**src/rtl/assert_macros.svh**
```systemverilog
// assertion helpers shared by the rtl
`ifndef ASSERT_MACROS_SVH
`define ASSERT_MACROS_SVH

// implication checked on every clock edge outside reset
`define HMF_ASSERT_IMPLIES(label, clk, rst, cond, conseq) \
   label: assert property (@(posedge clk) disable iff (rst) (cond) |-> (conseq)) \
      else $error("assertion failed");

// invariant checked on every clock edge outside reset
`define HMF_ASSERT_ALWAYS(label, clk, rst, expr) \
   label: assert property (@(posedge clk) disable iff (rst) (expr)) \
      else $error("assertion failed");

`endif

```
**src/rtl/hmf_pkg.sv**
```systemverilog
`default_nettype none
package hmf_pkg;

   localparam int MAX_RADIUS_DEF = 7;
   localparam int MAX_WIDTH_DEF  = 1024;
   localparam int MAX_HEIGHT     = 4096;
   localparam int QUEUE_DEPTH    = 2;

   localparam int PIX_W      = 8;
   localparam int RADIUS_W   = 3;
   localparam int WIDTH_W    = 11;
   localparam int HEIGHT_W   = 13;
   localparam int OUT_COL_W  = 10;
   localparam int ROW_W      = 12;
   localparam int CSR_IDX_W  = 2;
   localparam int CSR_DATA_W = 13;

   // widest internal fields over the whole parameter range
   localparam int COL_MAX_W  = 12;
   localparam int SLOT_MAX_W = 5;
   localparam int RAD_MAX_W  = 4;

   localparam logic [RADIUS_W-1:0] RADIUS_RESET = 3'd1;
   localparam logic [WIDTH_W-1:0]  WIDTH_RESET  = 11'd640;
   localparam logic [HEIGHT_W-1:0] HEIGHT_RESET = 13'd480;

   typedef enum logic [CSR_IDX_W-1:0] {
      CSR_RADIUS = 2'd0,
      CSR_WIDTH  = 2'd1,
      CSR_HEIGHT = 2'd2
   } csr_index_type;

   typedef struct packed {
      logic [RADIUS_W-1:0] radius;
      logic [WIDTH_W-1:0]  image_width;
      logic [HEIGHT_W-1:0] image_height;
   } cfg_type;

   typedef struct packed {
      logic [PIX_W-1:0]      pixel;
      logic [COL_MAX_W-1:0]  col;
      logic [SLOT_MAX_W-1:0] slot;
      logic [RAD_MAX_W-1:0]  radius;
      logic                  emit;
      logic [OUT_COL_W-1:0]  cx;
      logic [ROW_W-1:0]      cy;
      logic                  last;
   } job_type;

   typedef enum logic [2:0] {
      BK_IDLE,
      BK_WRITE,
      BK_SCAN,
      BK_TALLY,
      BK_DONE
   } back_state_type;

endpackage
`default_nettype wire

```
**src/rtl/hmf_req_if.sv**
```systemverilog
`default_nettype none
interface hmf_req_if;
   logic                    valid;
   logic                    ready;
   logic [hmf_pkg::PIX_W-1:0] pixel_value;
   logic                    frame_start;

   modport source (output valid, output pixel_value, output frame_start, input ready);
   modport sink   (input valid, input pixel_value, input frame_start, output ready);
endinterface
`default_nettype wire

```
**src/rtl/hmf_front.sv**
```systemverilog
`default_nettype none
module hmf_front #(
   parameter int MAX_RADIUS = hmf_pkg::MAX_RADIUS_DEF,
   parameter int MAX_WIDTH  = hmf_pkg::MAX_WIDTH_DEF
) (
   input  wire logic             clock,
   input  wire logic             reset,
   input  wire hmf_pkg::cfg_type cfg,
   hmf_req_if.sink               req_chan,
   input  wire logic             full,
   output logic                  push,
   output hmf_pkg::job_type      job
);
   localparam int CW          = $clog2(MAX_WIDTH);
   localparam int STORE_LINES = 2 * MAX_RADIUS + 1;
   localparam int SW          = $clog2(STORE_LINES);
   localparam int RW          = $clog2(MAX_RADIUS + 1);
   localparam int HW          = hmf_pkg::HEIGHT_W;

   logic [CW-1:0]             col_ff, col_in;
   logic [hmf_pkg::ROW_W-1:0] row_ff, row_in;
   logic [SW-1:0]             slot_ff, slot_in;

   logic [RW-1:0] r_eff;
   logic [CW:0]   w_eff;
   logic [HW-1:0] h_eff;
   logic [CW-1:0] c0;
   logic [HW-1:0] r0, nr;
   logic [SW-1:0] s0;
   logic [CW:0]   nc;
   logic [31:0]   cx_full, cy_full;

   // effective configuration
   always_comb begin
      r_eff = (int'(cfg.radius) > MAX_RADIUS) ? RW'(MAX_RADIUS) : RW'(cfg.radius);
      if (cfg.image_width == '0) begin
         w_eff = (CW+1)'(1);
      end else if (int'(cfg.image_width) > MAX_WIDTH) begin
         w_eff = (CW+1)'(MAX_WIDTH);
      end else begin
         w_eff = (CW+1)'(cfg.image_width);
      end
      if (cfg.image_height == '0) begin
         h_eff = HW'(1);
      end else if (int'(cfg.image_height) > hmf_pkg::MAX_HEIGHT) begin
         h_eff = HW'(hmf_pkg::MAX_HEIGHT);
      end else begin
         h_eff = cfg.image_height;
      end
   end

   assign push           = req_chan.valid && !full;
   assign req_chan.ready = !full;

   // position of this pixel and the one after it
   always_comb begin
      c0 = col_ff;
      r0 = {1'b0, row_ff};
      s0 = slot_ff;
      if (req_chan.frame_start) begin
         c0 = '0;
         r0 = '0;
         s0 = '0;
      end
      if ({1'b0, c0} >= w_eff) begin
         c0 = '0;
         r0 = r0 + HW'(1);
         s0 = (int'(s0) == STORE_LINES - 1) ? '0 : s0 + SW'(1);
      end
      if (r0 >= h_eff) begin
         r0 = '0;
         s0 = '0;
      end

      cx_full = 32'(c0) - 32'(r_eff);
      cy_full = 32'(r0) - 32'(r_eff);

      job.pixel  = req_chan.pixel_value;
      job.col    = hmf_pkg::COL_MAX_W'(c0);
      job.slot   = hmf_pkg::SLOT_MAX_W'(s0);
      job.radius = hmf_pkg::RAD_MAX_W'(r_eff);
      job.emit   = (32'(c0) >= 2 * 32'(r_eff)) && (32'(r0) >= 2 * 32'(r_eff));
      job.cx     = cx_full[hmf_pkg::OUT_COL_W-1:0];
      job.cy     = cy_full[hmf_pkg::ROW_W-1:0];
      job.last   = ({1'b0, c0} == w_eff - (CW+1)'(1)) && (r0 == h_eff - HW'(1));

      nc      = {1'b0, c0} + (CW+1)'(1);
      nr      = r0 + HW'(1);
      col_in  = nc[CW-1:0];
      row_in  = r0[hmf_pkg::ROW_W-1:0];
      slot_in = s0;
      if (nc >= w_eff) begin
         col_in = '0;
         if (nr >= h_eff) begin
            row_in  = '0;
            slot_in = '0;
         end else begin
            row_in  = nr[hmf_pkg::ROW_W-1:0];
            slot_in = (int'(s0) == STORE_LINES - 1) ? '0 : s0 + SW'(1);
         end
      end
   end

   always_ff @(posedge clock) begin
      if (reset) begin
         col_ff  <= '0;
         row_ff  <= '0;
         slot_ff <= '0;
      end else if (push) begin
         col_ff  <= col_in;
         row_ff  <= row_in;
         slot_ff <= slot_in;
      end
   end
endmodule
`default_nettype wire

```
**src/flat_wrapper.sv**
```systemverilog
// flat-port wrapper written by rule: the top's interface ports become plain ports
module hmf_front_flat 
#(
   parameter int MAX_RADIUS = hmf_pkg::MAX_RADIUS_DEF,
   parameter int MAX_WIDTH  = hmf_pkg::MAX_WIDTH_DEF
)
  (clock, reset, cfg, full, push, job, req_chan_valid, req_chan_pixel_value, req_chan_frame_start, req_chan_ready);
  hmf_req_if req_chan_i ();
  input  wire logic clock;
  input  wire logic reset;
  input  wire hmf_pkg::cfg_type cfg;
  input  wire logic full;
  output logic push;
  output hmf_pkg::job_type job;
  input wire logic [$bits(req_chan_i.valid)-1:0] req_chan_valid;
  input wire logic [$bits(req_chan_i.pixel_value)-1:0] req_chan_pixel_value;
  input wire logic [$bits(req_chan_i.frame_start)-1:0] req_chan_frame_start;
  output wire logic [$bits(req_chan_i.ready)-1:0] req_chan_ready;
  assign req_chan_i.valid = req_chan_valid;
  assign req_chan_i.pixel_value = req_chan_pixel_value;
  assign req_chan_i.frame_start = req_chan_frame_start;
  assign req_chan_ready = req_chan_i.ready;
  hmf_front #(.MAX_RADIUS(MAX_RADIUS), .MAX_WIDTH(MAX_WIDTH)) u_core (.clock(clock), .reset(reset), .cfg(cfg), .req_chan(req_chan_i), .full(full), .push(push), .job(job));
endmodule
```
**config.mk**
```make
export PLATFORM = sky130hd
export DESIGN_NAME = hmf_front_flat
export DESIGN_NICKNAME = d
export VERILOG_FILES = /design/src/rtl/assert_macros.svh /design/src/rtl/hmf_pkg.sv /design/src/rtl/hmf_req_if.sv /design/src/rtl/hmf_front.sv /design/src/flat_wrapper.sv
export SDC_FILE = /design/constraint.sdc
export NUM_CORES = 1
export LEC_CHECK = 0
export ABC_CLOCK_PERIOD_IN_PS = 11200
export BUFFER_PORTS_ARGS = -buffer_cell sky130_fd_sc_hd__buf_2
export CAP_MARGIN = 10
export CORE_MARGIN = 3
export CORE_UTILIZATION = 30
export DETAILED_ROUTE_END_ITERATION = 6
export PLACE_DENSITY_LB_ADDON = 0.1
export RECOVER_POWER = 50
export SETUP_SLACK_MARGIN = 0.4
export SLEW_MARGIN = 15
export SYNTH_ARGS = -nofsm -noshare
export SYNTH_HDL_FRONTEND = slang
export SYNTH_SLANG_ARGS = --single-unit
```
**constraint.sdc**
```tcl
create_clock -name clock -period 11.2 [get_ports clock]
set_clock_uncertainty 0.1 [all_clocks]
set_input_delay 2.24 -clock clock [delete_from_list [all_inputs] [get_ports clock]]
set_output_delay 2.24 -clock clock [all_outputs]
set_load 0.01 [all_outputs]
```
==> key figures <==
Timing
  – Final setup violation count: 0
  – Fin. max-slew vios: 0
  – Tightest Pin Transition: 1440 ps
  – Post-layout min period: 10530 ps
  – RSZ-0062 raised after global routing: false
  – Slew HR: 0.0385
  – Fmax: 95.0 MHz
  – Final Cycle Share: 0.940
  – Final WS setup: 674 ps
  – Hold Fails Final Rpt: 0
  – Final setup TNS: 0 ps

Power and ir drop
  – Net load switching power: 148 uW
  – Leakage: 0.00268 uW
  – Sequential Power Share: 0.285
  – Gate power share: 0.484
  – P_int: 210 uW
  – Maximum vdd drop: 51.3 uV
  – Clock power frac: 0.230
  – Pwr/cell area: 59.5 nW/um^2
  – Switching share of total power: 0.414

Critical path
  – Critical path arrival: 8190 ps
  – Crit Path Category: input port to output port
  – Worst path slowest cell: or4b_2
  – Crit. Startpoint: cfg[16]
  – Crit path max fanout: 8
  – Max incr delay on CP: 720 ps
  – Worst EP required: 8860 ps
  – Crit. End Element: output port
  – Crit path launch type: input port
  – Worst R2R Start: u_core.row_ff[0]

Global routing
  – Largest net degree at the start of global routing: 25
  – All-Layer GR Usage: 0.196
  – Initial antenna violation count: 0
  – Grt total ovfl: 0
  – Vias in the first global route: 5607
  – First-pass GRT wire length: 31000 um

Synthesis
  – Netlist Area Pre-Place: 5360 um^2
  – Mapped Cells: 750
  – Syn avg cell area: 7.15 um^2
  – Post-synth EDFFs: 0
  – Async set-or-reset flop fraction in the synthesized netlist: 0
  – Register area share after synthesis: 0.0971
  – Post-synth cell types: 81
  – Primary FF master, synth: dfxtp_1
  – Yosys reg bits: 26
  – Ys Warns: 0

CTS
  – Clock latency on the worst-skew pair: 270 ps
  – Clk root buf: clkbuf_16
  – H-tree levels: 1
  – CTS tree: built
  – Clock-pin transition on the worst setup and hold timing paths: 70 ps
  – Clock tree sinks: 26
  – Clock Path Buffers: 2
  – CTS Buf Count: 3
  – Hold Buf Count CTS: 0

Finish
  – Most frequent cells in the layout: 73 x nor2_1, 72 x nand2_1, 68 x ha_1, 61 x buf_2, 46 x a21oi_1
  – Share of layout cells above drive strength 1: 0.147
  – Commonest non-fill, non-tap cell in the layout: nor2_1
  – ANT cells: 0
  – Layout Nets: 915
  – Layout Cells excl Fill: 1028
  – Area grow syn2layout: 12.0%
  – Fill count: 1931

Floorplan
  – IO Count: 95
  – Core box area: 17400 um^2
  – Die width: 140 um
  – Initial Util: 0.308
  – Die H: 140 um
  – Full die area: 19500 um^2
  – Site Rows: 48

Hold path
  – Min-delay worst type: flop to flop
  – Min-Delay Startpoint: u_core.col_ff[0]

Flow run
  – Maxcap violations: 0

Place
  – Routability cong.: 0.872
  – Worst slack, placed: 398 ps
  – I/O Buffers: 74
  – Hpwl dp: 15900 um
  – Post-Place Cells: 1023

Run status
  – Run status: finished, final reports clean

Routing
  – Wire length per cell: 19.3 um
  – DRT iter0 DRCs: 453
  – Number of routed nets with antenna violations: 0
  – DR pass1 iterations: 5
  – Total number of vias: 5704
  – Drt drc: 0
  – Drt total wl: 19900 um
  – Vias per inst: 5.55
-- power groups by stage --
stage / clock, uW / sequential [uW] / combinational, uW
floorplan: 0 / 101 / 116
global placement: 0 / 104 / 168
detailed placement: 0 / 104 / 170
CTS: 85.7 / 102 / 171
global route: 90.0 / 102 / 192
finish: 82.3 / 102 / 173
-- layout make-up --
class                   count  area [um^2]  share of cell area
inverters                  40          150              0.0250
well taps                 225          282              0.0469
repair buffers             96          512              0.0852
multi-input cells         638         4470               0.744
clock buffers               3         75.1              0.0125
flip-flops and latches     26          520              0.0867
-- layer usage --
metal,track usage,vias to the layer above,part of all wire,wire length (um)
li1,-,2826,-,-
met1,0.252,2655,0.45,8970
met2,0.340,198,0.47,9360
met3,0.0313,25,0.060,1200
met4,0.0515,0,0.016,321
met5,0,-,0,0
-- registers in the layout, summed over array words and instances, names as in the netlist --
register	flops
u_core.slot_ff	4
u_core.col_ff	10
u_core.row_ff	12
-- cell usage after synthesis, types with 5 or more instances --
cell      instances  area, um^2
a211oi_1          8        60.1
a21o_1            9        67.6
a21oi_1          46         230
a22oi_1           7        52.6
a311oi_1          6        52.6
a31oi_1          14        87.6
and3_1            8        50.1
buf_4            21         158
clkbuf_1         19        71.3
dfxtp_1          26         521
ha_1             68         851
inv_1            38         143
nand2_1          72         270
nand2b_1          9        56.3
nand3_1          19        95.1
nand4_1          12        75.1
nor2_1           73         274
nor2b_1          18         113
nor3_1           30         150
nor3b_1           7        52.6
nor4_1           13        81.3
o21a_1            6        45.0
o21ai_0          42         210
o21ai_1           5        25.0
o21bai_1          5        37.5
o31ai_1           9        67.6
or3_1             5        31.3
xnor2_1          35         307
xor2_1           23         201
-- stage by stage --
stage / util / hold slack, ps / total power, uW / area, um^2
5_1_grt: 0.345 / 396 / 385 / 6010
3_5_place_dp: 0.339 / 341 / 274 / 5900
4_1_cts: 0.343 / 349 / 359 / 5980
6_report: 0.345 / 357 / 357 / 6010
3_3_place_gp: 0.339 / 337 / 272 / 5900
2_1_floorplan: - / 327 / 217 / 5370
-- path summary, 6_finish.rpt --
kind	endpoint	slack, ps	depth (start not counted)
setup reg to reg	u_core.slot_ff[3]	3610	29
hold / removal	u_core.col_ff[0]	360	2
setup / recovery	job[7]	670	29
hold reg to reg	u_core.col_ff[0]	360	2
-- what timing repair did --
| item | 4_1_cts | 5_1_grt |
|---|---|---|
| setup endpoints to repair | 1 | 10 |
| endpoints found under the hold margin | 0 | 0 |
| buffers inserted | 0 | 2 |
| pin swaps | 0 | 2 |
| gates resized for setup | 2 | 11 |
-- worst max-delay path: cells and delay by family --
kind	cells	cell delay (ps)
and+or+nand+nor	9	2560
adders and majority gates	4	1040
AOI/OAI and AO/OA	9	1540
buffers and inverters	7	790
-- cells by family (layout without fill, tap and decap cells) --
family | after synthesis | after routing | synth area share
simple gates | 301 | 301 | 0.295
compound gates | 197 | 197 | 0.247
buf+inv | 89 | 139 | 0.0803
fa+ha+maj | 70 | 70 | 0.166
xor+xnor | 59 | 59 | 0.0999
flops | 26 | 26 | 0.0971
mux | 7 | 7 | 0.0138
other cells | 1 | 4 | 0.000699
Power figures use the tool's default switching activity.
