==> config.mk <==
export PLATFORM = sky130hd
export DESIGN_NAME = hmf_queue
export DESIGN_NICKNAME = d
export VERILOG_FILES = /design/src/rtl/hmf_pkg.sv /design/src/rtl/hmf_queue.sv
export VERILOG_INCLUDE_DIRS = /design/src /design/src/rtl
export SDC_FILE = /design/constraint.sdc
export NUM_CORES = 1
export LEC_CHECK = 0
export ABC_AREA = 1
export BUFFER_PORTS_ARGS = -buffer_cell sky130_fd_sc_hd__clkbuf_2
export CORE_MARGIN = 4
export CORE_UTILIZATION = 35
export CTS_CLUSTER_SIZE = 10
export DETAILED_ROUTE_END_ITERATION = 12
export SYNTH_ARGS = -nofsm -noshare
export SYNTH_HDL_FRONTEND = slang
export SYNTH_SLANG_ARGS = --single-unit
==> constraint.sdc <==
create_clock -name clock -period 3.6 [get_ports clock]
set_input_delay 0 -clock clock [delete_from_list [all_inputs] [get_ports clock]]
set_output_delay 0 -clock clock [all_outputs]
set_load 0.05 [all_outputs]
==> src/rtl/assert_macros.svh <==
// assertion helpers shared by the rtl
`ifndef ASSERT_MACROS_SVH
`define ASSERT_MACROS_SVH

// implication checked on every clock edge outside reset
`define HMF_ASSERT_IMPLIES(label, clk, rst, cond, conseq) \
   label: assert property (@(posedge clk) disable iff (rst) (cond) |-> (conseq)) \
      else $error("assertion failed");

// invariant checked on every clock edge outside reset
`define HMF_ASSERT_ALWAYS(label, clk, rst, expr) \
   label: assert property (@(posedge clk) disable iff (rst) (expr)) \
      else $error("assertion failed");

`endif

==> src/rtl/hmf_pkg.sv <==
`default_nettype none
package hmf_pkg;

   localparam int MAX_RADIUS_DEF = 7;
   localparam int MAX_WIDTH_DEF  = 1024;
   localparam int MAX_HEIGHT     = 4096;
   localparam int QUEUE_DEPTH    = 2;

   localparam int PIX_W      = 8;
   localparam int RADIUS_W   = 3;
   localparam int WIDTH_W    = 11;
   localparam int HEIGHT_W   = 13;
   localparam int OUT_COL_W  = 10;
   localparam int ROW_W      = 12;
   localparam int CSR_IDX_W  = 2;
   localparam int CSR_DATA_W = 13;

   // widest internal fields over the whole parameter range
   localparam int COL_MAX_W  = 12;
   localparam int SLOT_MAX_W = 5;
   localparam int RAD_MAX_W  = 4;

   localparam logic [RADIUS_W-1:0] RADIUS_RESET = 3'd1;
   localparam logic [WIDTH_W-1:0]  WIDTH_RESET  = 11'd640;
   localparam logic [HEIGHT_W-1:0] HEIGHT_RESET = 13'd480;

   typedef enum logic [CSR_IDX_W-1:0] {
      CSR_RADIUS = 2'd0,
      CSR_WIDTH  = 2'd1,
      CSR_HEIGHT = 2'd2
   } csr_index_type;

   typedef struct packed {
      logic [RADIUS_W-1:0] radius;
      logic [WIDTH_W-1:0]  image_width;
      logic [HEIGHT_W-1:0] image_height;
   } cfg_type;

   typedef struct packed {
      logic [PIX_W-1:0]      pixel;
      logic [COL_MAX_W-1:0]  col;
      logic [SLOT_MAX_W-1:0] slot;
      logic [RAD_MAX_W-1:0]  radius;
      logic                  emit;
      logic [OUT_COL_W-1:0]  cx;
      logic [ROW_W-1:0]      cy;
      logic                  last;
   } job_type;

   typedef enum logic [2:0] {
      BK_IDLE,
      BK_WRITE,
      BK_SCAN,
      BK_TALLY,
      BK_DONE
   } back_state_type;

endpackage
`default_nettype wire

==> src/rtl/hmf_queue.sv <==
`default_nettype none
`include "assert_macros.svh"
module hmf_queue #(
   parameter int DEPTH = hmf_pkg::QUEUE_DEPTH
) (
   input  wire logic             clock,
   input  wire logic             reset,
   input  wire logic             push,
   input  wire hmf_pkg::job_type push_data,
   input  wire logic             pop,
   output hmf_pkg::job_type      head,
   output logic                  full,
   output logic                  empty
);
   localparam int PW = (DEPTH > 1) ? $clog2(DEPTH) : 1;
   localparam int NW = $clog2(DEPTH + 1);

   hmf_pkg::job_type entry_ff [DEPTH];
   logic [PW-1:0]    wr_ptr_ff, rd_ptr_ff;
   logic [NW-1:0]    count_ff;

   assign full  = (int'(count_ff) == DEPTH);
   assign empty = (count_ff == '0);
   assign head  = entry_ff[rd_ptr_ff];

   always_ff @(posedge clock) begin
      if (push) begin
         entry_ff[wr_ptr_ff] <= push_data;
      end
   end

   always_ff @(posedge clock) begin
      if (reset) begin
         wr_ptr_ff <= '0;
         rd_ptr_ff <= '0;
         count_ff  <= '0;
      end else begin
         if (push) begin
            wr_ptr_ff <= (int'(wr_ptr_ff) == DEPTH - 1) ? '0 : wr_ptr_ff + PW'(1);
         end
         if (pop) begin
            rd_ptr_ff <= (int'(rd_ptr_ff) == DEPTH - 1) ? '0 : rd_ptr_ff + PW'(1);
         end
         if (push && !pop) begin
            count_ff <= count_ff + NW'(1);
         end else if (pop && !push) begin
            count_ff <= count_ff - NW'(1);
         end
      end
   end

   `HMF_ASSERT_IMPLIES(a_pop_not_empty, clock, reset, pop, count_ff != '0)
   `HMF_ASSERT_IMPLIES(a_push_not_full, clock, reset, push, int'(count_ff) < DEPTH)
endmodule
`default_nettype wire

==> results of run 1 <==
[stage by stage]
step	util [%]	hold slack, ps
finish	48.7	384
global route	48.7	386
CTS	48.7	377
detailed placement	41.4	193
global placement	41.4	190
floorplan	-	72.4
[final timing paths]
path	cells past startpoint	to	startpoint	slack [ps]
hold / removal	2	entry_ff[0][28]	push_data[28]	380
hold reg to reg	2	rd_ptr_ff	rd_ptr_ff	510
setup / recovery	2	head[33]	flip-flop	1570
setup reg to reg	3	entry_ff[1][40]	wr_ptr_ff	1800
[cell families after synthesis]
family | count (synthesis) | share of synthesized area, %
XOR/XNOR | 1 | 0.203
buffers and inverters | 15 | 3.37
AND/OR/NAND/NOR | 15 | 1.42
multiplexers | 53 | 18.2
adder cells (fa/ha/maj) | 1 | 0.291
AO/OA/AOI/OAI | 2 | 0.232
flip-flops | 111 | 76.3
[per-layer routing]
metal	GRT usage (%)	vias to the layer above	wire length, µm
met5	0	-	0
met4	3.48	0	50
met3	3.66	4	442
met2	18.3	73	3820
met1	12.4	1098	3170
li1	-	1107	-
[what timing repair did]
action                     4_1_cts  5_1_grt
setup endpoints to repair        0        0
hold endpoints to repair       111        0
gates resized for setup          0        0
hold buffers                    57        0
[state kept, by name (all words and copies together) (netlist names), named ones only]
register / flops
wr_ptr_ff: 1
entry_ff: 106
rd_ptr_ff: 1
count_ff: 2
[area by class of cell]
class                   instances  share of cell area [%]
repair buffers                171                    19.6
multi-input cells              72                    15.1
inverters                       9                   0.577
clock buffers                  10                    3.91
well taps                     147                    3.14
flip-flops and latches        111                    56.2
clock inverters                 6                    1.45
[critical path: cells and delay by family, from the launching register on]
family | cells | cell delay (ps)
mux | 1 | 410
flops | 1 | 1030
buf+inv | 1 | 230
[report_power, final]
| group | internal (mW) | total [mW] | switching, mW |
|---|---|---|---|
| Sequential | 1.49 | 1.54 | 0.0497 |
| Clock | 0.607 | 1.02 | 0.416 |
| Combinational | 0.213 | 0.551 | 0.339 |
| Total | 2.31 | 3.12 | 0.805 |
[synthesized netlist by cell type]
cell and count:
nor2_1 7, edfxtp_1 106, nand2_1 5, o21ai_0 1, mux2_4 50, a21oi_1 1, mux2_2 3, ha_1 1
dfxtp_1 5, nor3_1 1, buf_12 5, nand4_1 1, inv_1 9, buf_6 1, nand3_1 1, xnor2_1 1
==> metrics.log, run 1 <==
INFO  metric final_nets = 432
INFO  metric tritoncts.num_buffers = 9
INFO  metric preCtsSetupSlack = 1740 ps
INFO  metric hold_path_class = in -> reg
INFO  metric synthesis.nets = 256
INFO  metric fin_area = 0.00585 mm²
INFO  metric reg_area = 0.00329 mm²
INFO  metric hold_viol_final = 0
INFO  metric layout-area-overhead-vs-synth = 35.9%
INFO  metric ctsRootBufferMaster = clkbuf_16
INFO  metric max_clock_freq = 492 MHz
INFO  metric cts-htree-levels = 3
INFO  metric crit_chain = mux2_2 -> clkbuf_2
INFO  metric post-synth-top-area-cell = edfxtp_1
INFO  metric hpwlAfterDp = 4660 µm
INFO  metric drt_drc = 0
INFO  metric pin_count_of_the_biggest_net_entering_global_routing = 54
INFO  metric crit_path_end_kind = output port
INFO  metric timing.critical_path.slowest_cell_delay = 1030 ps
INFO  metric post-route-worst-setup-slack = 1570 ps
INFO  metric final_cell_mix = 111 x clkbuf_2, 106 x edfxtp_1, 57 x dlygate4sd3_1, 50 x mux2_4, 9 x clkbuf_16
INFO  metric final-instance-count-excl-fill = 526
INFO  metric postSynthAreaPerCell = 21.7 µm²
INFO  metric iteration_0_drc_markers = 104
INFO  metric multi_input_comb_area = 885 µm²
INFO  metric routed_wl = 7480 µm
INFO  metric dp.cells = 453
INFO  metric cts_sinks = 111
INFO  metric grt_first_pass_wirelength = 11600 µm
INFO  metric timing.final.setup_violations = 0
INFO  metric result_of_the_run = finished clean
INFO  metric timing.clock.skew = 3.14 ps
INFO  metric floorplan.rows = 40
INFO  metric power.density = 533 mW/mm²
INFO  metric min_period = 2030 ps
INFO  metric share_of_layout_cells_above_drive_strength_1 = 48.5%
INFO  metric gr-total-overflow = 0
INFO  metric worst_slew_margin_rel = 32.0%
INFO  metric routed_vias = 2282
INFO  metric timing_worst_slew_pin_value = 1020 ps
INFO  metric routed_via_density = 4.34
INFO  metric number_of_antenna_violations_at_the_first_check_in_global_routing = 0
INFO  metric clockBufferDepth = 2
INFO  metric io-pin-count = 112
INFO  metric clk_latency = 330 ps
INFO  metric routed_wire_length_per_instance = 14.2 µm
INFO  metric power_leakage = 2.38 nW
INFO  metric setup_tns = 0 ps
INFO  metric filler_cell_count = 1020
INFO  metric io_buffer_count = 111
INFO  metric grt.total_usage = 10.6%
INFO  metric die_h = 119 µm
INFO  metric gpl.final_weighted_congestion = 0.647
INFO  metric synth_area_leaders = edfxtp_1 74%, mux2_4 17%, buf_12 2.3%, dfxtp_1 2.3%, inv_1 0.78%
INFO  metric slew_viols_final = 0
INFO  metric insertedDiodeCount = 0
INFO  metric synth_top_cell_area_share = 73.9%
INFO  metric clk_pin_slew_worst_paths = 70 ps
INFO  metric first_global_vias = 2326
INFO  metric cp_max_fo = 53
INFO  metric post_synth_inst_count = 198
INFO  metric floorplan.core_area = 0.0120 mm²
INFO  metric die_w = 119 µm
INFO  metric startpoint_type = flip-flop
INFO  metric design.die.area = 0.0141 mm²
INFO  metric grt_setup_unrepaired = no
INFO  metric cp_slowest_cell = dfxtp_4
INFO  metric tritoncts_clock_tree = yes
INFO  metric max-vdd-ir-drop = 280 µV
INFO  metric initial_util = 35.8%
INFO  metric synthesis.area = 0.00431 mm²
INFO  metric worstPathRequired = 3600 ps
INFO  metric cap_violations = 0
INFO  metric drt_pre_antenna_iters = 4
INFO  metric drtAntennaViolNets = 0
INFO  metric worst-setup-path-type = reg -> out
INFO  metric postPlaceCellArea = 0.00497 mm²
INFO  metric timing.critical_path.arrival = 2030 ps
INFO  metric yosys_register_bits = 111
INFO  metric p_total = 3.12 mW
INFO  metric finalCritPeriodShare = 56.4%
INFO  metric post_cts_buffers = 0
INFO  metric layout_commonest_cell = clkbuf_2
INFO  metric netlist-cell-type-count = 16
INFO  metric yosysWarningCount = 0
INFO  metric synth.yosys.seq_area_share = 76.3%
(Power assumes the default switching activity.)
==> run 2: changes to the inputs <==
ABC_AREA = 0   (was 1)
clock period = 1.65 ns   (was 3.6 ns; I/O delays follow)
==> metrics.log, run 2 <==
INFO  metric critPathCapture = head[43]
INFO  metric gr-total-overflow = 0 (unchanged)
INFO  metric hold_path_class = in -> reg
INFO  metric tritoncts.num_buffers = 9 (unchanged)
INFO  metric synthTopCellsByCount = 106 x edfxtp_1, 53 x mux2_2, 5 x buf_6, 5 x dfxtp_1, 5 x nor2_1
INFO  metric layout-area-overhead-vs-synth = 41.1%
INFO  metric cp_max_fo = 11 (-79%)
INFO  metric yosys_register_bits = 111 (unchanged)
INFO  metric regToRegEndpoint = entry_ff[1][39]
INFO  metric power_leakage = 2.19 nW (-7.7%)
INFO  metric postSynthAreaPerCell = 21.7 µm² (-0.43%)
INFO  metric post-synth-top-area-cell = edfxtp_1
INFO  metric routed_via_density = 4.43 (+2.1%)
INFO  metric crit-reg2reg-launch = wr_ptr_ff
INFO  metric grt.total_usage = 11.7% (+1.1 points)
INFO  metric clk_latency = 330 ps (about the same)
INFO  metric io_buffer_count = 111 (unchanged)
INFO  metric pin_count_of_the_biggest_net_entering_global_routing = 43 (-20%)
INFO  metric netSwitchingFraction = 27.2% (+1.3 points)
INFO  metric setup_tns = 0 ps (unchanged)
INFO  metric insertedDiodeCount = 0 (unchanged)
INFO  metric routed_wl = 7640 µm (+2.1%)
INFO  metric clk_pin_slew_worst_paths = 70 ps (about the same)
INFO  metric cap_violations = 0 (unchanged)
INFO  metric synthesis.area = 0.00405 mm² (-6.0%)
INFO  metric synth-edff-count = 106 (unchanged)
INFO  metric slew_viols_final = 0 (unchanged)
INFO  metric timing.final.setup_violations = 0 (unchanged)
INFO  metric final-instance-count-excl-fill = 515 (-2.1%)
INFO  metric startpoint_type = flip-flop
INFO  metric hpwlAfterDp = 4750 µm (+1.8%)
INFO  metric drtAntennaViolNets = 0 (unchanged)
INFO  metric synth-async-reset-ratio = 0% (unchanged)
INFO  metric post_cts_buffers = 0 (unchanged)
INFO  metric power.clock.fraction = 31.1% (-1.7 points)
INFO  metric synth_area_leaders = edfxtp_1 79%, mux2_2 15%, dfxtp_1 2.5%, buf_6 1.4%, nor2_1 0.46%
INFO  metric routed_vias = 2282 (unchanged)
INFO  metric power.density = 1170 mW/mm² (+120%)
INFO  metric drt_drc = 0 (unchanged)
INFO  metric grt_first_pass_wirelength = 11700 µm (+1.4%)
INFO  metric share_of_layout_cells_above_drive_strength_1 = 50.5% (+2.0 points)
INFO  metric reg.largest.list = entry_ff x106, count_ff x2
INFO  metric first_global_vias = 2402 (+3.3%)
INFO  metric layout_commonest_cell = clkbuf_2
INFO  metric finalCritPeriodShare = 95.4%
INFO  metric crit_path_end_kind = output port
INFO  metric reg2regPathDepth = 2 (-1)
INFO  metric cts-htree-levels = 3 (unchanged)
INFO  metric tritoncts_clock_tree = yes
INFO  metric regToRegSetupSlack = 340 ps (-1460 ps)
INFO  metric number_of_antenna_violations_at_the_first_check_in_global_routing = 0 (unchanged)
INFO  metric design.die.area = 0.0134 mm² (-5.6%)
INFO  metric largest_register_ffs = 106 (unchanged)
INFO  metric post_synth_inst_count = 187 (-5.6%)
INFO  metric filler_cell_count = 973 (-4.6%)
INFO  metric comb_power_share = 19.3% (+1.6 points)
INFO  metric worstPathRequired = 1650 ps (-1950 ps)
INFO  metric grt_setup_unrepaired = no
INFO  metric synth_top_cell_area_share = 78.6% (+4.7 points)
INFO  metric initial_util = 35.6% (-0.23 points)
INFO  metric die_h = 116 µm (-2.8%)
INFO  metric io-pin-count = 112 (unchanged)
INFO  metric min_period = 1570 ps
INFO  metric clockBufferDepth = 2 (unchanged)
INFO  metric worst-setup-path-type = reg -> out
INFO  metric preCtsSetupSlack = 332 ps (-1410 ps)
INFO  metric drt_pre_antenna_iters = 4 (unchanged)
INFO  metric cellInternalPower = 4.89 mW (+110%)
INFO  metric hold_viol_final = 0 (unchanged)
INFO  metric die_w = 116 µm (-2.8%)
INFO  metric synthesis.nets = 245 (-4.3%)
INFO  metric synth.yosys.seq_area_share = 81.1% (+4.8 points)
INFO  metric result_of_the_run = finished clean
INFO  metric dp.cells = 441 (-2.6%)
INFO  metric gpl.final_weighted_congestion = 0.639 (-1.2%)
INFO  metric floorplan.core_area = 0.0114 mm² (-5.3%)
INFO  metric floorplan.rows = 39 (-2.5%)
INFO  metric timing_worst_slew_pin_value = 305 ps (-714 ps)
INFO  metric max-vdd-ir-drop = 582 µV (+110%)
INFO  metric max_clock_freq = 635 MHz
INFO  metric hold-path-cell-count = 2 (unchanged)
INFO  metric final_nets = 425 (-1.6%)
INFO  metric post-route-worst-setup-slack = 75.2 ps (-1490 ps)
INFO  metric final_cell_mix = 111 x clkbuf_2, 106 x edfxtp_1, 57 x dlygate4sd3_1, 53 x mux2_2, 10 x clkbuf_16
INFO  metric ctsRootBufferMaster = clkbuf_16
INFO  metric pwr-share-seq = 49.6% (about the same)
INFO  metric yosysWarningCount = 0 (unchanged)
INFO  metric routed_wire_length_per_instance = 14.8 µm (+4.3%)
INFO  metric largest_register_by_flop_count = entry_ff
INFO  metric netlist-cell-type-count = 16 (unchanged)
INFO  metric synth_ff_type = edfxtp_1
INFO  metric worst_slew_margin_rel = 79.7% (+48 points)
INFO  metric iteration_0_drc_markers = 97 (-6.7%)
INFO  metric switchingPower = 1.82 mW (+130%)
INFO  metric timing.critical_path.arrival = 1570 ps (-460 ps)
INFO  metric cts_sinks = 111 (unchanged)
INFO  metric library_cell_with_the_highest_instance_count_after_synthesis = edfxtp_1
INFO  metric timing.clock.skew = 6.12 ps (+2.98 ps)
-- run 2: cell types whose count changed after synthesis, moves of 2 or more --
cell	change
xor2_1	+2
buf_12	-5
mux2_4	-50
inv_1	-8
nand2_1	-5
nor2_1	-2
mux2_2	+50
buf_6	+4
-- run 2: per-stage QoR --
stage | hold slack [ps] | area (µm²) | power [mW] | util [%]
final | 389 | 5710 | 6.71 | 50.2
after floorplan | 69.1 | 4060 | 4.26 | -
after global placement | 190 | 4830 | 4.56 | 42.5
after global routing | 390 | 5710 | 7.00 | 50.2
after CTS | 372 | 5690 | 6.79 | 50.0
after detailed placement | 192 | 4830 | 4.58 | 42.5
-- run 2: worst min-delay path by stage --
stage	slack [ps]	endpoint	start
6_report	390	entry_ff[0][20]	push_data[20]
5_1_grt	390	entry_ff[0][11]	push_data[11]
4_1_cts	370	entry_ff[0][35]	push_data[35]
3_5_place_dp	190	entry_ff[1][35]	push_data[35]
3_3_place_gp	190	entry_ff[1][19]	push_data[19]
2_1_floorplan	70	count_ff[1]	reset
-- run 2: cells by family after synthesis --
kind of cell	share of synthesized area (%)
compound gates	0.247
xor+xnor	0.865
fa+ha+maj	0.309
buf+inv	1.61
flops	81.1
mux	14.7
simple gates	1.14
-- run 2: repair_timing --
action                                 4_1_cts  5_1_grt
endpoints found under the hold margin      111        0
hold buffers                                57        0
setup endpoints to repair                    0        7
resized for setup                            0        0
-- run 2: per-layer routing --
layer | vias to the layer above | part of all wire, % | track usage, % | wire length [µm]
met4 | 0 | 1.1 | 4.07 | 82
li1 | 1094 | - | - | -
met2 | 72 | 50 | 19.4 | 3850
met1 | 1108 | 42 | 14.6 | 3240
met5 | - | 0 | 0 | 0
met3 | 8 | 6.1 | 3.39 | 463
-- run 2: worst max-delay path, cell delays in order (launching register included) --
cell and delay (ps):
dfxtp_2 390, buf_4 230, mux2_2 380, clkbuf_2 240
-- run 2: area by class of cell --
type                       instances  area (µm²)  share of cell area [%]
clock inverter                     7        63.8                    1.12
tap                              143         179                    3.13
multi-input combinational         69         709                    12.4
inverter                           1        3.75                  0.0657
sequential                       111        3280                    57.5
timing repair buffer             175        1250                    21.8
clock buffer                       9         225                    3.94
-- run 2: power by group through the flow --
stage,clock network (mW),logic [mW],registers [mW]
2_1_floorplan,0,0.885,3.38
3_3_place_gp,0,1.18,3.38
3_5_place_dp,0,1.19,3.39
4_1_cts,2.16,1.30,3.33
5_1_grt,2.28,1.37,3.34
6_report,2.08,1.30,3.33
==> run 3: changes to the inputs <==
ABC_AREA = 1   (was 0)
PLACE_DENSITY = 0.55   (was unset)
==> metrics.log, run 3 (synthesized netlist as in run 1, its figures left out) <==
INFO  metric timing.clock.skew = 9.95 ps (+3.83 ps)
INFO  metric iteration_0_drc_markers = 83 (-14%)
INFO  metric io-pin-count = 112 (unchanged)
INFO  metric max_clock_freq = 641 MHz (+0.90%)
INFO  metric cp_max_fo = 31 (+20)
INFO  metric floorplan.core_area = 0.0120 mm² (+5.6%)
INFO  metric hold-path-cell-count = 2 (unchanged)
INFO  metric largest_register_ffs = 106 (unchanged)
INFO  metric share_of_layout_cells_above_drive_strength_1 = 48.8% (-1.7 points)
INFO  metric hold_viol_final = 0 (unchanged)
INFO  metric worst-setup-path-type = reg -> out
INFO  metric largest_register_by_flop_count = entry_ff
INFO  metric result_of_the_run = finished clean
INFO  metric netSwitchingFraction = 27.3% (+0.11 points)
INFO  metric regToRegEndpoint = entry_ff[1][31]
INFO  metric gr-total-overflow = 0 (unchanged)
INFO  metric post_cts_resized = 0 (unchanged)
INFO  metric hold_end = entry_ff[1][24]
INFO  metric cellInternalPower = 4.79 mW (-2.0%)
INFO  metric drt_drc = 0 (unchanged)
INFO  metric slew_viols_final = 0 (unchanged)
INFO  metric pin_count_of_the_biggest_net_entering_global_routing = 32 (-26%)
INFO  metric startpoint_type = flip-flop
INFO  metric crit-reg2reg-launch = wr_ptr_ff
INFO  metric final_nets = 436 (+2.6%)
INFO  metric cp_slowest_cell = dfxtp_4
INFO  metric postLayoutCoreUtil = 49.2% (-1.1 points)
INFO  metric routed_wire_length_per_instance = 14.5 µm (-2.5%)
INFO  metric timing.critical_path.slowest_cell_delay = 370 ps (-20 ps)
INFO  metric crit_path_end_kind = output port
INFO  metric final_cell_mix = 111 x clkbuf_2, 106 x edfxtp_1, 57 x dlygate4sd3_1, 50 x mux2_4, 9 x clkbuf_16
INFO  metric min_period = 1560 ps (-14.1 ps)
INFO  metric regToRegSetupSlack = 460 ps (+120 ps)
INFO  metric reg.largest.list = entry_ff x106, count_ff x2
INFO  metric hpwlAfterDp = 4960 µm (+4.5%)
INFO  metric worst_slew_margin_rel = 78.7% (-0.92 points)
INFO  metric finalCritPeriodShare = 94.6% (-0.86 points)
INFO  metric ctsRootBufferMaster = clkbuf_16
INFO  metric grt_first_pass_wirelength = 12000 µm (+2.5%)
INFO  metric pwr-share-seq = 50.1% (+0.5 points)
INFO  metric hold_path_class = in -> reg
INFO  metric power_leakage = 2.39 nW (+9.1%)
INFO  metric first_global_vias = 2412 (+0.42%)
INFO  metric crit_chain = buf_12 -> mux2_2 -> clkbuf_2
INFO  metric max-vdd-ir-drop = 676 µV (+16%)
INFO  metric routed_vias = 2279 (-0.13%)
INFO  metric setup_tns = 0 ps (unchanged)
INFO  metric switchingPower = 1.80 mW (-1.5%)
INFO  metric clockBufferDepth = 2 (unchanged)
INFO  metric cts_hold_buffers = 57 (unchanged)
INFO  metric cts-htree-levels = 3 (unchanged)
INFO  metric comb_power_share = 19.9% (+0.6 points)
INFO  metric number_of_antenna_violations_at_the_first_check_in_global_routing = 0 (unchanged)
INFO  metric gpl.final_weighted_congestion = 0.665 (+4.0%)
INFO  metric cap_violations = 0 (unchanged)
INFO  metric design.die.area = 0.0141 mm² (+5.9%)
INFO  metric insertedDiodeCount = 0 (unchanged)
INFO  metric tritoncts.num_buffers = 9 (unchanged)
INFO  metric initial_util = 35.8% (+0.23 points)
INFO  metric drt_pre_antenna_iters = 3 (-1)
INFO  metric floorplan.rows = 40 (+2.6%)
INFO  metric clk_latency = 340 ps (about the same)
INFO  metric drtAntennaViolNets = 0 (unchanged)
INFO  metric timing.final.setup_violations = 0 (unchanged)
INFO  metric worstHoldStart = push_data[24]
INFO  metric cts_sinks = 111 (unchanged)
INFO  metric routed_via_density = 4.30 (-3.0%)
INFO  metric grt_setup_unrepaired = no
INFO  metric reg2regPathDepth = 3 (+1)
INFO  metric timing.critical_path.arrival = 1560 ps (about the same)
INFO  metric timing_worst_slew_pin_value = 318 ps (+13.0 ps)
INFO  metric routed_wl = 7670 µm (+0.38%)
INFO  metric layout_commonest_cell = clkbuf_2
INFO  metric post_cts_buffers = 0 (unchanged)
INFO  metric clk_pin_slew_worst_paths = 70 ps (about the same)
INFO  metric worstPathRequired = 1650 ps (about the same)
INFO  metric die_w = 119 µm (+2.9%)
INFO  metric die_h = 119 µm (+2.9%)
INFO  metric layout-area-overhead-vs-synth = 37.2%
INFO  metric io_buffer_count = 111 (unchanged)
INFO  metric power.density = 1110 mW/mm² (-5.1%)
INFO  metric tritoncts_clock_tree = yes
INFO  metric power.clock.fraction = 30.0% (-1.1 points)
INFO  metric grt.total_usage = 11.0% (-0.67 points)
## run 3: cell types whose count changed in the layout (fill, tap and decap cells not counted), sizes merged, moves of 2 or more
| cell | change |
|---|---|
| nand2 | +5 |
| clkinv | -4 |
| inv | +10 |
| xor2 | -2 |
| nor2 | +2 |
## run 3: final cells by class
cell class,count,area [µm²]
Sequential cell,111,3290
Inverter,9,37.5
Clock buffer,11,233
Clock inverter,5,38.8
Timing Repair Buffer,175,1240
Fill cell,1022,6110
Multi-Input combinational cell,72,885
Tap cell,147,184
## run 3: metrics by stage
| step | setup slack (ps) | area [µm²] | power (mW) | hold WS [ps] | std cells |
|---|---|---|---|---|---|
| after floorplan | 67.4 | 4320 | 4.31 | 72.4 | 198 |
| after global placement | 430 | 5060 | 4.57 | 188 | 457 |
| after detailed placement | 421 | 5060 | 4.58 | 193 | 457 |
| after CTS | 46.7 | 5910 | 6.69 | 372 | 530 |
| after global routing | 24.1 | 5910 | 6.86 | 386 | 530 |
| final | 89.3 | 5910 | 6.58 | 390 | 530 |
## run 3: worst max path at each step
stage | startpoint | endpoint | slack (ps) | depth (start not counted)
after floorplan | wr_ptr_ff | entry_ff[1][0] | 70 | 2
after global placement | flip-flop | head[37] | 430 | 3
after detailed placement | flip-flop | head[32] | 420 | 3
after CTS | flip-flop | head[32] | 50 | 3
after global routing | flip-flop | head[37] | 20 | 3
final | flip-flop | head[32] | 90 | 3
## run 3: metal layers
layer | up-vias | share of wire [%] | track usage [%]
met5 | - | 0 | 0
met4 | 0 | 1.9 | 3.84
met3 | 9 | 4.9 | 3.04
met2 | 66 | 52 | 19.9
met1 | 1090 | 42 | 12.4
li1 | 1114 | - | -
## run 3: power by group through the flow
| stage | Combinational, mW | Sequential, mW | Clock, mW |
|---|---|---|---|
| 2_1_floorplan | 0.965 | 3.35 | 0 |
| 3_3_place_gp | 1.21 | 3.35 | 0 |
| 3_5_place_dp | 1.22 | 3.36 | 0 |
| 4_1_cts | 1.33 | 3.30 | 2.06 |
| 5_1_grt | 1.38 | 3.31 | 2.17 |
| 6_report | 1.31 | 3.30 | 1.98 |
## run 3: worst max-delay path: cells and delay by family, from the launching register on
kind                   cells  cell delay, ps
DFF                        1             370
muxes                      1             370
buffers and inverters      2             490
